**src/rtl/core/sab_blend.sv**
```systemverilog
// per-channel alpha blend of a bgra8888 sprite pixel (alpha in the low byte) over an rgb565 word
module sab_blend (
    input  logic [31:0] i_sprite_pixel,
    input  logic [15:0] i_dest,
    output logic [15:0] o_pixel
);

    // dest + floor(alpha * (src - dest) / 256), low bits kept
    function automatic logic [5:0] blend_chan(
        input logic [5:0] src,
        input logic [5:0] dst,
        input logic [7:0] alpha
    );
        logic signed [6:0]  diff;
        logic signed [15:0] prod;
        logic signed [15:0] sum;
        diff = $signed({1'b0, src}) - $signed({1'b0, dst});
        prod = 16'($signed({1'b0, alpha})) * 16'(diff);
        sum  = $signed({10'b0, dst}) + (prod >>> 8);
        return sum[5:0];
    endfunction

    logic [7:0] alpha;
    logic [5:0] red;
    logic [5:0] green;
    logic [5:0] blue;

    assign alpha = i_sprite_pixel[7:0];

    assign red   = blend_chan({1'b0, i_sprite_pixel[15:11]}, {1'b0, i_dest[15:11]}, alpha);
    assign green = blend_chan(i_sprite_pixel[23:18], i_dest[10:5], alpha);
    assign blue  = blend_chan({1'b0, i_sprite_pixel[31:27]}, {1'b0, i_dest[4:0]}, alpha);

    assign o_pixel = {red[4:0], green, blue[4:0]};

endmodule

```
**config.mk**
```make
export PLATFORM = sky130hd
export DESIGN_NAME = sab_blend
export DESIGN_NICKNAME = d
export VERILOG_FILES = /design/src/rtl/core/sab_blend.sv
export SDC_FILE = /design/constraint.sdc
export NUM_CORES = 1
export LEC_CHECK = 0
export BUFFER_PORTS_ARGS = -buffer_cell sky130_fd_sc_hd__buf_4
export CAP_MARGIN = 20
export CORE_MARGIN = 2
export CORE_UTILIZATION = 50
export DETAILED_ROUTE_END_ITERATION = 10
export PLACE_DENSITY = 0.79
export SYNTH_ARGS = -nofsm -noshare
export SYNTH_HDL_FRONTEND = slang
export SYNTH_SLANG_ARGS = --single-unit
```
**constraint.sdc**
```tcl
create_clock -name vclk -period 17.6
set_input_delay 1.76 -clock vclk [all_inputs]
set_output_delay 1.76 -clock vclk [all_outputs]
set_load 0.02 [all_outputs]
```
Word level (Yosys, flattened, before mapping). Index checks and enable logic that the tools add are counted.

Flip-flop bits (word level): 0. Input port bits: 48. Output and inout port bits: 16. Word-level logic and storage cells: 9.

$add $sub $neg: 6. Multipliers: 3.

Operators by type and width (count): $mul A9 B6 Y13 (2); $mul A9 B7 Y14 (1); $sub A5 B5 Y6 (2); $add A5 B5 Y5 (2); $sub A6 B6 Y7 (1); $add A6 B6 Y6 (1).

Depth between registers and ports, before layout.
Word-level depth: 3. Gate-level depth with buffers: 30. Mapped depth without buffers: 30.

Worst setup path after synthesis. Ideal clock, no wire load.

Path type: input-to-output. Start: input i_sprite_pixel[18]. End: output o_pixel[10]. Data arrival time: 7.898 ns. Required time: 15.840 ns. Setup slack: 7.942 ns. Stages on the path: 28. Path buffers: 0. Cells stage by stage: inv_1 > ha_1 > inv_1 > fa_1 > a211oi_1 > o21ai_1 > a21o_1 > or2_1 > fa_1 > fa_1 > inv_1 > fa_1 > inv_1 > fa_1 > inv_1 > ha_1 > and3_1 > o221a_2 > o31a_1 > or4_1 > nand3_1 > ha_1 > o21ai_0 > o21bai_1 > a21oi_1 > xnor2_1 > xnor2_1 > xnor2_1.

Word-level cells in the longest chain between the ends: 3.

RTL lines: from (decl) (line 3) `input logic [31:0] i_sprite_pixel,`; $sub A6 B6 Y7 (line 17) `diff = $signed({1'b0, src}) - $signed({1'b0, dst});`; $mul A9 B7 Y14 (line 18) `prod = 16'($signed({1'b0, alpha})) * 16'(diff);`; $add A6 B6 Y6 (line 19) `sum = $signed({10'b0, dst}) + (prod >>> 8);`; to (decl) (line 5) `output logic [15:0] o_pixel`.

Every way passes these cells.

Worst setup path after layout.
Start: input i_dest[6]. End: output o_pixel[10].

Word-level cells in the longest chain between the ends: 3.

RTL lines: from (decl) (line 4) `input logic [15:0] i_dest,`; $sub A6 B6 Y7 (line 17); $mul A9 B7 Y14 (line 18); $add A6 B6 Y6 (*) (line 19).

Mark *: on every way between the ends. The rest lies on a longest branch, timed or not.

==> impl_metrics.toml <==
[yosys]
synthSimpleGateAreaFrac = 0.1977
netlist_instances = 640
synth_xor_area_frac = 0.07098
yosys.area.top_type = "fa_1"
synthAdderAreaFrac = 0.5550
synth-compound-area-share = 0.07260
synthMuxAreaShare = 0
synth_nets = 879
avgSynthCellArea_um2 = 8.483
yosys_warnings = 0
synth_top_family_by_area = "adder cells"
yosysTopAreaCellShare = 0.3061
syn_area_um2 = 5429
synth_area_leaders = "fa_1 (31%), ha_1 (25%), inv_1 (9.3%), xnor2_1 (5.2%), and2_1 (5.1%)"
ys_seq_area_frac = 0
synth.distinct_cells = 45

[routing]
wl_um = 10810
ant_nets = 0
dr.pass1.iters = 4
wire_per_inst_um = 13.12
avgViaCountPerCell = 5.209
drc_errors = 0
drt_iter0_drc = 133
vias = 4292

[layout]
diodes = 0
seqCellArea_um2 = 0
fin_cells = 824
syn_to_final_growth_pct = 9.933
nFlopsAndLatches = 0
drive_gt1_frac = 0.09357
num-clock-buffers = 0
fin_nets = 925

[global_routing]
antenna_found_initial = 0
overflow = 0
grt_max_degree = 22
grt_usage = 0.2030
grt_first_pass_wirelength_um = 19810
grt_pass1_vias = 4625

[die]
die-height_um = 108.2
coreArea_um2 = 10700
die_area_um2 = 11710
rows = 38
initial_core_util = 0.5075
io_pins = 64
die-width_um = 108.2

[critical_path]
cp_data_required_time_ns = 15.84
path_buf_inv = 7
cp_top_family = "adder cells"
critical_path.most_common_cell = "inv_1"
cp_num_cells = 31
critPathMaxFanout = 8
critPathArrivalTime_ns = 8.49
critical_path_class = "in -> out"
critPathCaptureType = "primary output"
cpMaxStageDelayCell = "fa_1"
crit_path_start_kind = "primary input"
slowest_delay_ns = 0.55

[clock_network]
cts_setup_buffers = 0
cts_hold_buf = 0
post_cts_resized = 0

[timing]
relSlewSlack = 0.4814
fin_tns_setup_ns = 0
max_freq_ghz = 0.09759
fin_crit_ns = 10.25
drv_slew = 0
worst_pin_slew_ns = 0.7723
fin_hold_ws_ns = 3.857
setup_viol = 0
worst_slack_ns = 7.353
rsz0062_at_grt = "false"
hold_viol_final = 0
fin_crit_sh = 0.5822

[placed_design]
numPortBuffers = 56
dpl.cell_count = 824
routabilityCongestion = 0.7892
dpl_worst_slack_ns = 7.347
hpwl_um = 9149

[outcome]
outcome = "finished clean"

[worst_hold_path]
hold_path_depth = 3
hold_path_class = "in -> out"

[job]
maxCapViolCount = 0
## metrics by stage
stage / instance area (um^2) / util
finish: 5968 / 0.5579
CTS: 5968 / 0.5579
global route: 5968 / 0.5579
global placement: 5968 / 0.5579
floorplan: 5429 / -
detailed placement: 5968 / 0.5579
## cells in the final DEF (no fill, tap or decap), drive strengths merged
master / Yosys / routed
inv: 135 / 135
ha: 108 / 108
fa: 83 / 83
nand2: 62 / 62
buf: 2 / 56
and2: 45 / 45
xnor2: 32 / 32
nor2: 19 / 19
a21oi: 17 / 17
o21ai: 16 / 16
or2: 14 / 14
nand2b: 13 / 13
xor2: 12 / 12
nor2b: 12 / 12
a21o: 7 / 7
nor3b: 7 / 7
and3: 4 / 4
a211oi: 4 / 4
a21boi: 4 / 4
nor3: 4 / 4
o21bai: 4 / 4
or3: 3 / 3
nand3: 3 / 3
nand4: 3 / 3
or3b: 2 / 2
nand4bb: 2 / 2
and2b: 2 / 2
o32ai: 2 / 2
a31oi: 2 / 2
nor4bb: 1 / 1
o22ai: 1 / 1
o221a: 1 / 1
o31a: 1 / 1
or4: 1 / 1
a221oi: 1 / 1
a2111oi: 1 / 1
## metal layers
| layer | wire [um] | up-vias | part of all wire | GRT usage |
|---|---|---|---|---|
| li1 | - | 2093 | - | - |
| met1 | 4771 | 2104 | 0.44 | 0.2640 |
| met2 | 5592 | 85 | 0.52 | 0.3868 |
| met3 | 363 | 10 | 0.034 | 0.007233 |
| met4 | 85 | 0 | 0.0079 | 0.02015 |
| met5 | 0 | - | 0 | 0 |
## synth_stat cells (5+ instances only)
master and number:
inv_1 135, ha_1 108, fa_1 83, nand2_1 62
and2_1 44, xnor2_1 32, nor2_1 19, a21oi_1 17
nand2b_1 13, or2_1 13, xor2_1 12, nor2b_1 11
o21ai_1 11, clkbuf_1 10, a21o_1 7, nor3b_1 6
o21ai_0 5
## tightest hold or removal path: cells and delay by family
kind       cells  cell delay (ns)
buf+inv        2             0.21
fa+ha+maj      1             0.12
## cell families after synthesis
| kind of cell | Yosys count |
|---|---|
| and+or+nand+nor | 197 |
| AOI/OAI and AO/OA | 61 |
| buffers and inverters | 147 |
| xor gates and xnor gates | 44 |
| adders and majority gates | 191 |
## cell type report
class              count  area [um^2]
multi-input cells    493         4866
repair buffers        56        420.4
well taps            140        175.2
inverters            135        506.7
fillers              957         4730
## worst paths after layout
check / from / endpoint / slack (ns)
min: i_dest[11] / o_pixel[11] / 3.86
max: i_dest[6] / o_pixel[10] / 7.35
Power is not shown: default switching activity piles up to over one toggle a cycle in this logic, so the estimate is an artifact.
